File: config.mk
export PLATFORM = sky130hd
export DESIGN_NAME = serial_input_switch_and_rx_ring
export DESIGN_NICKNAME = d
export VERILOG_FILES = /design/src/design/sisr_pkg.sv /design/src/design/sisr_ram.sv /design/src/design/sisr_step.sv /design/src/design/sisr_out.sv /design/src/design/serial_input_switch_and_rx_ring.sv
export SDC_FILE = /design/constraint.sdc
export NUM_CORES = 1
export LEC_CHECK = 0
export ABC_CLOCK_PERIOD_IN_PS = 11900
export BUFFER_PORTS_ARGS = -buffer_cell sky130_fd_sc_hd__buf_2
export CORE_MARGIN = 5
export CORE_UTILIZATION = 51
export CTS_BUF_LIST = sky130_fd_sc_hd__clkbuf_4 sky130_fd_sc_hd__clkbuf_8
export CTS_CLUSTER_SIZE = 20
export DETAILED_ROUTE_END_ITERATION = 10
export PLACE_DENSITY_LB_ADDON = 0.08
export SLEW_MARGIN = 20
export SYNTH_ARGS = -nofsm -noshare
export SYNTH_HDL_FRONTEND = slang
export SYNTH_SLANG_ARGS = --single-unit
File: constraint.sdc
create_clock -name clk_i -period 11.9 [get_ports clk_i]
set_input_delay 1.19 -clock clk_i [delete_from_list [all_inputs] [get_ports clk_i]]
set_output_delay 1.19 -clock clk_i [all_outputs]
set_load 0.005 [all_outputs]
File: src/design/sisr_pkg.sv
package sisr_pkg;

  // Default ring size and switch-code behavior.
  localparam int unsigned RING_DEPTH = 128;
  localparam logic [7:0] TOGGLE_BYTE_RESET = 8'd1;
  // Count of swallowed switch codes at which the next one toggles routing.
  localparam logic [1:0] REPEAT_LAST = 2'd2;

  // Input command codes.
  localparam logic CMD_RX   = 1'b0;
  localparam logic CMD_READ = 1'b1;

  // Result event codes.
  typedef enum logic [2:0] {
    EV_KEY     = 3'd0,
    EV_QUEUED  = 3'd1,
    EV_DROPPED = 3'd2,
    EV_TOGGLE  = 3'd3,
    EV_READ    = 3'd4,
    EV_EMPTY   = 3'd5
  } event_e;

  // One result as it travels from the sequencer to the output register.
  typedef struct packed {
    event_e     ev;
    logic [7:0] data;
    logic       use_ram;
    logic       route;
    logic [7:0] fill;
    logic       last;
  } res_t;

endpackage

File: src/design/sisr_ram.sv
module sisr_ram #(
  parameter int unsigned Width = 8,
  parameter int unsigned Depth = 128
) (
  input  logic                     clk_i,
  input  logic                     we_i,
  input  logic [$clog2(Depth)-1:0] waddr_i,
  input  logic [Width-1:0]         wdata_i,
  input  logic                     re_i,
  input  logic [$clog2(Depth)-1:0] raddr_i,
  output logic [Width-1:0]         rdata_o
);

  logic [Width-1:0] mem_q [Depth];
  logic [Width-1:0] rdata_q;

  // One write port and one registered read port; read data holds between reads.
  always_ff @(posedge clk_i) begin
    if (we_i) begin
      mem_q[waddr_i] <= wdata_i;
    end
    if (re_i) begin
      rdata_q <= mem_q[raddr_i];
    end
  end

  assign rdata_o = rdata_q;

endmodule

File: src/design/sisr_step.sv
module sisr_step import sisr_pkg::*; #(
  parameter int unsigned RingDepth = RING_DEPTH
) (
  input  logic                         clk_i,
  input  logic                         rst_ni,
  input  logic                         in_valid_i,
  output logic                         in_stall_o,
  input  logic                         command_i,
  input  logic [7:0]                   rx_byte_i,
  input  logic [7:0]                   toggle_byte_i,
  input  logic                         res_ready_i,
  output logic                         res_valid_o,
  output res_t                         res_o,
  output logic                         ram_we_o,
  output logic [$clog2(RingDepth)-1:0] ram_waddr_o,
  output logic [7:0]                   ram_wdata_o,
  output logic                         ram_re_o,
  output logic [$clog2(RingDepth)-1:0] ram_raddr_o
);

  localparam int unsigned IW = $clog2(RingDepth);
  localparam int unsigned FW = $clog2(RingDepth + 1);
  localparam logic [IW-1:0] LastIdx = IW'(RingDepth - 1);
  localparam logic [FW-1:0] FullLvl = FW'(RingDepth);

  // Input item register.
  logic       item_valid_q, item_valid_d;
  logic       cmd_q;
  logic [7:0] byte_q;

  // Routing and ring state.
  logic          route_hyp_q, route_hyp_d;
  logic [1:0]    pend_q, pend_d;
  logic [IW-1:0] wptr_q, wptr_d;
  logic [IW-1:0] rptr_q, rptr_d;
  logic [FW-1:0] fill_q, fill_d;

  logic          emit, last, fire, accept, use_ram;
  logic          wr_en, rd_en;
  logic          is_switch;
  event_e        ev;
  logic [7:0]    data;
  logic [FW+7:0] fill_ext;

  assign is_switch = (toggle_byte_i != 8'd0) && (byte_q == toggle_byte_i);

  // One result, or one swallowed switch code, per cycle for the held item; a result waits while the output stalls.
  always_comb begin
    logic [7:0] rb;
    rb          = byte_q;
    emit        = 1'b0;
    last        = 1'b1;
    ev          = EV_KEY;
    data        = 8'd0;
    use_ram     = 1'b0;
    route_hyp_d = route_hyp_q;
    pend_d      = pend_q;
    wptr_d      = wptr_q;
    rptr_d      = rptr_q;
    fill_d      = fill_q;
    wr_en       = 1'b0;
    rd_en       = 1'b0;
    if (cmd_q == CMD_READ) begin
      emit = 1'b1;
      if (fill_q == '0) begin
        ev = EV_EMPTY;
      end else begin
        ev      = EV_READ;
        use_ram = 1'b1;
        rd_en   = 1'b1;
        rptr_d  = (rptr_q == LastIdx) ? '0 : rptr_q + IW'(1);
        fill_d  = fill_q - FW'(1);
      end
    end else if (is_switch) begin
      if (pend_q == REPEAT_LAST) begin
        emit        = 1'b1;
        ev          = EV_TOGGLE;
        pend_d      = 2'd0;
        route_hyp_d = !route_hyp_q;
      end else begin
        pend_d = pend_q + 2'd1;
      end
    end else begin
      emit = 1'b1;
      // Pending switch codes replay first, one per cycle while results are accepted.
      if (pend_q != 2'd0) begin
        rb     = toggle_byte_i;
        pend_d = pend_q - 2'd1;
        last   = 1'b0;
      end
      data = rb;
      if (route_hyp_q) begin
        ev = EV_KEY;
      end else if (fill_q != FullLvl) begin
        ev     = EV_QUEUED;
        wr_en  = 1'b1;
        wptr_d = (wptr_q == LastIdx) ? '0 : wptr_q + IW'(1);
        fill_d = fill_q + FW'(1);
      end else begin
        ev = EV_DROPPED;
      end
    end
  end

  assign fire         = item_valid_q && (!emit || res_ready_i);
  assign in_stall_o   = item_valid_q && !(fire && last);
  assign accept       = in_valid_i && !in_stall_o;
  assign item_valid_d = accept ? 1'b1 : ((fire && last) ? 1'b0 : item_valid_q);

  // RAM requests are qualified by the step actually advancing.
  assign ram_we_o    = wr_en && fire;
  assign ram_re_o    = rd_en && fire;
  assign ram_waddr_o = wptr_q;
  assign ram_wdata_o = data;
  assign ram_raddr_o = rptr_q;

  // Result toward the output register.
  assign fill_ext      = {8'd0, fill_d};
  assign res_valid_o   = item_valid_q && emit;
  assign res_o.ev      = ev;
  assign res_o.data    = data;
  assign res_o.use_ram = use_ram;
  assign res_o.route   = !route_hyp_d;
  assign res_o.fill    = fill_ext[7:0];
  assign res_o.last    = last;

  // Control and pointer state.
  always_ff @(posedge clk_i or negedge rst_ni) begin
    if (!rst_ni) begin
      item_valid_q <= 1'b0;
      route_hyp_q  <= 1'b1;
      pend_q       <= 2'd0;
      wptr_q       <= '0;
      rptr_q       <= '0;
      fill_q       <= '0;
    end else begin
      item_valid_q <= item_valid_d;
      if (fire) begin
        route_hyp_q <= route_hyp_d;
        pend_q      <= pend_d;
        wptr_q      <= wptr_d;
        rptr_q      <= rptr_d;
        fill_q      <= fill_d;
      end
    end
  end

  // Item payload.
  always_ff @(posedge clk_i) begin
    if (accept) begin
      cmd_q  <= command_i;
      byte_q <= rx_byte_i;
    end
  end

endmodule

File: src/design/sisr_out.sv
module sisr_out import sisr_pkg::*; (
  input  logic       clk_i,
  input  logic       rst_ni,
  input  logic       res_valid_i,
  input  res_t       res_i,
  output logic       res_ready_o,
  input  logic [7:0] ram_rdata_i,
  output logic       out_valid_o,
  input  logic       out_stall_i,
  output res_t       res_o
);

  logic valid_q, valid_d;
  res_t res_q;
  logic load;

  // The register takes a new result when empty or when its transfer completes.
  assign res_ready_o = !valid_q || !out_stall_i;
  assign load        = res_valid_i && res_ready_o;
  assign valid_d     = load ? 1'b1 : (res_ready_o ? 1'b0 : valid_q);

  always_ff @(posedge clk_i or negedge rst_ni) begin
    if (!rst_ni) begin
      valid_q <= 1'b0;
    end else begin
      valid_q <= valid_d;
    end
  end

  always_ff @(posedge clk_i) begin
    if (load) begin
      res_q <= res_i;
    end
  end

  // Read data arrives from the RAM's output register in the same cycle.
  always_comb begin
    res_o = res_q;
    if (res_q.use_ram) begin
      res_o.data = ram_rdata_i;
    end
  end

  assign out_valid_o = valid_q;

endmodule

File: src/design/serial_input_switch_and_rx_ring.sv
// A result passes through the input item register and then the output register;
// later results of the same item follow one per cycle unless the output stalls.
// A read gives one result and a switch byte at most one; a received byte gives
// one result, or up to three with replayed switch codes.
// Reset selects hypervisor routing, clears pointers and the pending count and
// loads switch code 1; ring contents are not cleared.
module serial_input_switch_and_rx_ring import sisr_pkg::*; #(
  parameter int unsigned RingDepth = RING_DEPTH
) (
  input  logic       clk_i,
  input  logic       rst_ni,
  input  logic       in_valid_i,
  output logic       in_stall_o,
  input  logic       command_i,
  input  logic [7:0] rx_byte_i,
  input  logic       switch_char_code_we_i,
  input  logic [7:0] switch_char_code_i,
  output logic       out_valid_o,
  input  logic       out_stall_i,
  output logic [2:0] event_res_o,
  output logic [7:0] data_byte_o,
  output logic       routing_to_guest_o,
  output logic [7:0] fill_level_o,
  output logic       last_o
);

  localparam int unsigned IW = $clog2(RingDepth);

  logic [7:0]    toggle_byte_q;
  logic          res_valid, res_ready;
  res_t          res, res_out;
  logic          ram_we, ram_re;
  logic [IW-1:0] ram_waddr, ram_raddr;
  logic [7:0]    ram_wdata, ram_rdata;

  // Switch code register.
  always_ff @(posedge clk_i or negedge rst_ni) begin
    if (!rst_ni) begin
      toggle_byte_q <= TOGGLE_BYTE_RESET;
    end else if (switch_char_code_we_i) begin
      toggle_byte_q <= switch_char_code_i;
    end
  end

  sisr_step #(
    .RingDepth(RingDepth)
  ) u_step (
    .clk_i        (clk_i),
    .rst_ni       (rst_ni),
    .in_valid_i   (in_valid_i),
    .in_stall_o   (in_stall_o),
    .command_i    (command_i),
    .rx_byte_i    (rx_byte_i),
    .toggle_byte_i(toggle_byte_q),
    .res_ready_i  (res_ready),
    .res_valid_o  (res_valid),
    .res_o        (res),
    .ram_we_o     (ram_we),
    .ram_waddr_o  (ram_waddr),
    .ram_wdata_o  (ram_wdata),
    .ram_re_o     (ram_re),
    .ram_raddr_o  (ram_raddr)
  );

  sisr_ram #(
    .Width(8),
    .Depth(RingDepth)
  ) u_ring (
    .clk_i  (clk_i),
    .we_i   (ram_we),
    .waddr_i(ram_waddr),
    .wdata_i(ram_wdata),
    .re_i   (ram_re),
    .raddr_i(ram_raddr),
    .rdata_o(ram_rdata)
  );

  sisr_out u_out (
    .clk_i      (clk_i),
    .rst_ni     (rst_ni),
    .res_valid_i(res_valid),
    .res_i      (res),
    .res_ready_o(res_ready),
    .ram_rdata_i(ram_rdata),
    .out_valid_o(out_valid_o),
    .out_stall_i(out_stall_i),
    .res_o      (res_out)
  );

  assign event_res_o        = res_out.ev;
  assign data_byte_o        = res_out.data;
  assign routing_to_guest_o = res_out.route;
  assign fill_level_o       = res_out.fill;
  assign last_o             = res_out.last;

`ifndef NO_ASSERTIONS
  // An empty read reports an empty ring and no data.
  assert property (@(posedge clk_i) disable iff (!rst_ni)
    (out_valid_o && event_res_o == EV_EMPTY) |-> (fill_level_o == 8'd0 && data_byte_o == 8'd0))
    else $error("empty read with nonzero fill or data");

  // A routing toggle is always the only result of its item.
  assert property (@(posedge clk_i) disable iff (!rst_ni)
    (out_valid_o && event_res_o == EV_TOGGLE) |-> last_o)
    else $error("toggle result not marked last");

  // Ring events happen only in guest routing, key events only in hypervisor routing.
  assert property (@(posedge clk_i) disable iff (!rst_ni)
    (out_valid_o && (event_res_o == EV_QUEUED || event_res_o == EV_DROPPED))
      |-> routing_to_guest_o)
    else $error("ring event while routed to hypervisor");

  assert property (@(posedge clk_i) disable iff (!rst_ni)
    (out_valid_o && event_res_o == EV_KEY) |-> !routing_to_guest_o)
    else $error("key handler event while routed to guest");
`endif

endmodule
==> results of run 1 <==
==> power by group <==
group / switching [mW] / leakage (nW) / internal [mW]
sequential: 0.116 / 10.1 / 4.60
clock: 1.49 / 1.83 / 1.67
combinational: 1.63 / 3.52 / 1.17
total: 3.24 / 15.5 / 7.43
==> worst paths after layout <==
path                                              startpoint                                 to  cells past startpoint
max                        u_step.ram_raddr_o[1]$_DFFE_PN0P_        u_ring.rdata_o[2]$_DFFE_PP_                      8
min                                                   rst_ni       toggle_byte_q[3]$_DFFE_PN0P_                      1
max reg2reg                u_step.ram_raddr_o[1]$_DFFE_PN0P_        u_ring.rdata_o[2]$_DFFE_PP_                      8
min reg2reg                u_step.ram_waddr_o[4]$_DFFE_PN0P_  u_step.ram_waddr_o[4]$_DFFE_PN0P_                      1
max in group asynchronous                             rst_ni  u_step.ram_raddr_o[1]$_DFFE_PN0P_                      1
min in group clk_i                                 command_i             u_step.cmd_q$_DFFE_PP_                      1
==> logic make-up (layout without fill, tap and decap cells) <==
kind of cell | count (synthesis) | after routing | share of synthesized area
compound gates | 173 | 173 | 0.02855
xor+xnor | 19 | 19 | 0.003817
fa+ha+maj | 9 | 9 | 0.002583
mux | 371 | 371 | 0.1570
buf+inv | 155 | 417 | 0.01733
flops | 1098 | 1098 | 0.7523
other cells | 0 | 3 | 0
simple gates | 357 | 357 | 0.03845
==> flip-flops by register name, indices dropped and copies added (netlist names) <==
signal,flops
u_step.byte_q,8
u_out.out_valid_o,1
u_step.fill_q,8
u_step.route_hyp_q,1
u_out.res_o,14
toggle_byte_q,8
u_out.res_q,8
u_step.ram_waddr_o,7
u_ring.rdata_o,8
u_step.ram_raddr_o,7
u_step.cmd_q,1
u_step.item_valid_q,1
u_ring.mem_q,1024
u_step.pend_q,2
==> area by class of cell <==
class / count / area (µm²) / share of cell area
Antenna cell: 3 / 7.507 / 0.0001551
Tap cell: 1144 / 1431 / 0.02957
Clock inverter: 88 / 569.3 / 0.01176
Inverter: 11 / 42.54 / 0.0008787
Sequential cell: 1098 / 32810 / 0.6777
Multi-Input combinational cell: 929 / 10120 / 0.2091
Timing Repair Buffer: 83 / 570.5 / 0.01179
Clock buffer: 235 / 2859 / 0.05906
==> metal layers <==
| layer | routed length (µm) | part of all wire | up-vias |
|---|---|---|---|
| met5 | 26 | 0.00025 | - |
| met4 | 2598 | 0.025 | 4 |
| met3 | 7394 | 0.071 | 182 |
| met2 | 49880 | 0.48 | 847 |
| met1 | 44760 | 0.43 | 11460 |
| li1 | - | - | 9211 |
==> cell usage in the layout (no fill, tap or decap), drive strengths merged, types with 7 or more instances in the layout <==
master  Yosys  layout
nor3       19      19
clkbuf     53     235
mux2       32      32
mux2i      92      92
o21ai      10      10
xor2       12      12
mux4      247     247
nor2      158     158
nor4       11      11
a221o      11      11
o21a        7       7
a22oi      18      18
ha          9       9
buf        91      83
inv        11      20
and2        7       7
nand2b     17      17
or2         7       7
xnor2       7       7
a21oi      37      37
a211oi     14      14
edfxtp   1063    1063
clkinv      0      72
nor2b      26      26
dfrtp      33      33
a221oi     16      16
nand3      21      21
o22ai      14      14
nand2      72      72
a31oi       9       9
==> metrics.csv, run 1 <==
metric,value,unit
num_vias,21710,
yosys.area.top_type_share,0.7321,
grt.busiest_layer,met2,
cp-start-kind,flop,
placed_cell_area,44930,µm²
cp_cell_sequence,"buf_12, buf_4, buf_4, mux4_2, mux4_2, mux2_2, o22ai_1, a21oi_1",
fp.dieH,302.4,µm
async_flop_share,0.03188,
grt_pass1_wl,153.2,mm
pre_cts_slack,6894,ps
cp_max_fo,147,
fin_area,48410,µm²
status,"complete, no violations",
grt_max_degree,148,
core,85010,µm²
met3_usage,0.04701,
synth_seq_cells,1098,
rsz0062_at_grt,false,
min_period_over_period,0.4181,
drtPass1Iterations,5,
finalHoldViolations,0,
utilization,0.5695,
path_class,reg -> reg,
ctsResizeCount,0,
cts_tree,built,
drive_gt1_frac,0.2815,
die_x,302.4,µm
numCtsBuffers,173,
drc_errors,0,
grt_pass1_vias,22260,
cts-root-buf,clkbuf_8,
avgSynthCellArea,19.98,µm²
clock_latency,830,ps
cp.buffers_inverters,3,
cp_top_family,buffers and inverters,
relSlewSlack,0.2885,
cts_num_sinks,1098,
hpwl,62.43,mm
initialDrtViolationCount,2364,
cts_htree_levels,4,
fill_cells,6357,
ioPinCount,45,
fin_cells,3591,
final.min_clock_period,4975,ps
syn-cell-area,43600,µm²
final-setup-viol-count,0,
die-area,91440,µm²
cts_buffer_depth,3,
holdCritPathClass,in -> async,
track_usage,0.2319,
tightestPinTransition,1067,ps
fin_tns_setup,0,ps
cp-end-kind,flop,
postCtsSetupBuffers,0,
dpl.cell_count,3263,
num-nets-final,2327,
start_util,0.5129,
post_drt_wl_per_cell,29.14,µm
critical-path-max-stage-delay,960,ps
grt_util_met2,0.3636,
ys_seq_area_frac,0.7523,
synthDistinctLibCells,63,
leakage,15.49,nW
total_power,10.67,mW
gr-usage-met1,0.3372,
setup_ws,6925,ps
syn-num-nets,2213,
cp.required,12440,ps
yosysTopAreaCell,edfxtp_1,
r2r_slack,6930,ps
numPortBuffers,44,
skew,40.01,ps
grt-ovfl-total,0,
irDropWorstVdd,0.0001879,V
antenna_found_initial,4,
fin_hold_ws,483.8,ps
gp_congestion,0.8318,
crit_slowest_cell,buf_4,
netlist_instances,2182,
p_per_area,220.4,nW/µm²
synth_area_leaders,"edfxtp_1 73%, mux4_2 13%, mux2i_1 2.1%",
fp-row-count,107,
drv_slew,0,
fmax,201.0,MHz
vias_per_cell,6.045,
drv_cap,0,
final_antenna_net_count,0,
synth_common_cells,"1063 x edfxtp_1, 247 x mux4_2, 148 x nor2_1",
critPathArrivalTime,5510,ps
synth_enable_flop_cells,1063,
cts_hold_buf,0,
synthToLayoutAreaGrowth,11.04,%
drt-total-wl,104.7,mm
synth_flop_cell,edfxtp_1,
yosysWarnings,0,
synth.most_common_cell,edfxtp_1,
cts.clk_slew.worst_paths,60,ps
No activity file was read; power rests on OpenSTA's default activity.
==> run 2, diff against run 1 <==
ABC_CLOCK_PERIOD_IN_PS = 4910   (was 11900)
clock period = 4.91 ns   (was 11.9 ns; I/O delays follow)
==> metrics.csv, run 2 (synthesis results as in run 1) <==
metric,value,unit,change
status,"complete, no violations",,
tightestPinTransition,1059,ps,-8.435 ps
num-nets-final,2369,,+1.8%
skew,35.61,ps,-4.405 ps
cts-root-buf,clkbuf_8,,
grt_pass1_wl,152.7,mm,-0.27%
post_drt_wl_per_cell,28.52,µm,-2.1%
cts_tree,built,,
critPathArrivalTime,4680,ps,-830 ps
holdCritPathClass,in -> reg,,
final_common_cell,edfxtp_1,,
fp-row-count,107,,unchanged
grt-ovfl-total,0,,unchanged
p_sw,7.921,mW,+140%
fmax,235.8,MHz,+17%
grt_pass1_vias,22510,,+1.2%
cp.required,5350,ps,-7090 ps
cp-startpoint,u_step.fill_q[0]$_DFFE_PN0P_,,
final_cell_mix,"1063 x edfxtp_1, 247 x mux4_2, 182 x clkbuf_8",,
die_x,302.4,µm,unchanged
swShare,0.3050,,+0.001764
clkPwrFrac,0.288,,-0.008
die-area,91440,µm²,unchanged
min_period_over_period,0.8638,,+0.4458
p_int,18.05,mW,+140%
dpl.cell_count,3283,,+0.61%
numPortBuffers,44,,unchanged
drtPass1Iterations,6,,+1
finalHoldViolations,0,,unchanged
hpwl,62.78,mm,+0.56%
track_usage,0.2295,,-0.002445
largest-register,u_ring.mem_q,,
clock_latency,840,ps,about the same
cts.clk_slew.worst_paths,60,ps,about the same
drc_errors,0,,unchanged
hp-start,switch_char_code_we_i,,
leakage,15.65,nW,+1.0%
final.min_clock_period,4241,ps,-733.4 ps
cts_num_sinks,1098,,unchanged
postCtsSetupBuffers,0,,unchanged
seqPwrFrac,0.444,,+0.002
final_antenna_net_count,0,,unchanged
ioPinCount,45,,unchanged
drt-total-wl,103.2,mm,-1.4%
gp_congestion,0.8192,,-1.5%
start_util,0.5129,,unchanged
fp.dieH,302.4,µm,unchanged
fill_cells,6322,,-0.55%
drv_cap,0,,unchanged
cp-end-kind,flop,,
vias_per_cell,6.057,,+0.21%
cp_cell_sequence,"inv_1, ha_1, nor4b_1, and3_1, or4_4, or4b_1, buf_4, nor2_1",,
crit_slowest_cell,or4b_1,,
path_class,reg -> reg,,
cts_buffer_depth,3,,unchanged
drv_slew,0,,unchanged
p_per_area,531.7,nW/µm²,+140%
r2r_start,u_step.fill_q[0]$_DFFE_PN0P_,,
critical-path-max-stage-delay,950,ps,about the same
antenna_found_initial,1,,-3
synthToLayoutAreaGrowth,12.02,%,
core,85010,µm²,unchanged
largest_reg_flops,1024,,unchanged
fin_cells,3619,,+0.78%
grt_max_degree,130,,-12%
relSlewSlack,0.2942,,+0.005624
cts_htree_levels,4,,unchanged
initialDrtViolationCount,2141,,-9.4%
fin_hold_ws,93.25,ps,-390.6 ps
final-setup-viol-count,0,,unchanged
irDropWorstVdd,0.0003231,V,+72%
numCtsBuffers,177,,+2.3%
drive_gt1_frac,0.2822,,+0.0007426
p_comb_frac,0.268,,+0.006
rsz0062_at_grt,false,,
cp_max_fo,10,,-93%
num_vias,21920,,+0.99%
cp-start-kind,flop,,
run 2: power groups by stage:
| stage | Clock (mW) | Sequential (mW) | Combinational (mW) |
|---|---|---|---|
| 3_5_place_dp | 0 | 11.7 | 7.01 |
| 4_1_cts | 7.64 | 11.5 | 7.04 |
| 2_1_floorplan | 0 | 11.5 | 4.85 |
| 3_3_place_gp | 0 | 11.7 | 6.95 |
| 5_1_grt | 8.10 | 11.6 | 7.42 |
| 6_report | 7.48 | 11.5 | 6.95 |
run 2: metal layers:
| metal | share of wire | global-route usage | vias up |
|---|---|---|---|
| met4 | 0.029 | 0.07847 | 0 |
| met3 | 0.071 | 0.05282 | 176 |
| met5 | 0 | 0 | - |
| met2 | 0.47 | 0.3518 | 861 |
| met1 | 0.43 | 0.3312 | 11620 |
| li1 | - | - | 9266 |
run 2: worst paths after layout:
check | endpoint | slack (ps) | cells after the start
max | u_ring.mem_q[52][3]$_DFFE_PP_ | 670 | 8
min | toggle_byte_q[4]$_DFFE_PN0P_ | 90 | 2
max reg2reg | u_ring.mem_q[52][3]$_DFFE_PP_ | 670 | 8
min reg2reg | u_out.out_valid_o$_DFFE_PN0P_ | 550 | 1
max in group asynchronous | u_step.ram_raddr_o[1]$_DFFE_PN0P_ | 3930 | 2
min in group asynchronous | u_step.ram_raddr_o[0]$_DFFE_PN0P_ | 340 | 2
run 2: metrics by stage:
stage          worst slack, ps  power [mW]  cell area, µm²    util  setup TNS, ps
5_1_grt                  518.2       27.08           48840  0.5745              0
3_3_place_gp             914.3       18.66           45300  0.5329              0
2_1_floorplan           -560.0       16.36           43600       -        -577890
4_1_cts                  777.3       26.21           48840  0.5745              0
3_5_place_dp             818.5       18.73           45300  0.5329              0
6_report                 668.6       25.97           48840  0.5745              0
run 2: repair_timing:
action	CTS	global route
hold buffers	20	0
hold endpoints to repair	52	0
gates resized for setup	0	0
run 2: critical path: cells and delay by family, from the launching register on:
kind,cells,cell delay [ps]
buf+inv,2,550
flops,1,430
simple gates,5,2620
fa+ha+maj,1,240
run 2: layout make-up:
type / count / area, µm² / area share
antenna: 2 / 5.005 / 0.0001025
clock buffer: 241 / 2948 / 0.06036
clock inverter: 73 / 385.4 / 0.007890
inverter: 11 / 42.54 / 0.0008710
multi-input combinational: 929 / 10110 / 0.2070
sequential: 1098 / 32810 / 0.6718
tap: 1144 / 1431 / 0.02931
timing repair buffer: 121 / 1111 / 0.02275
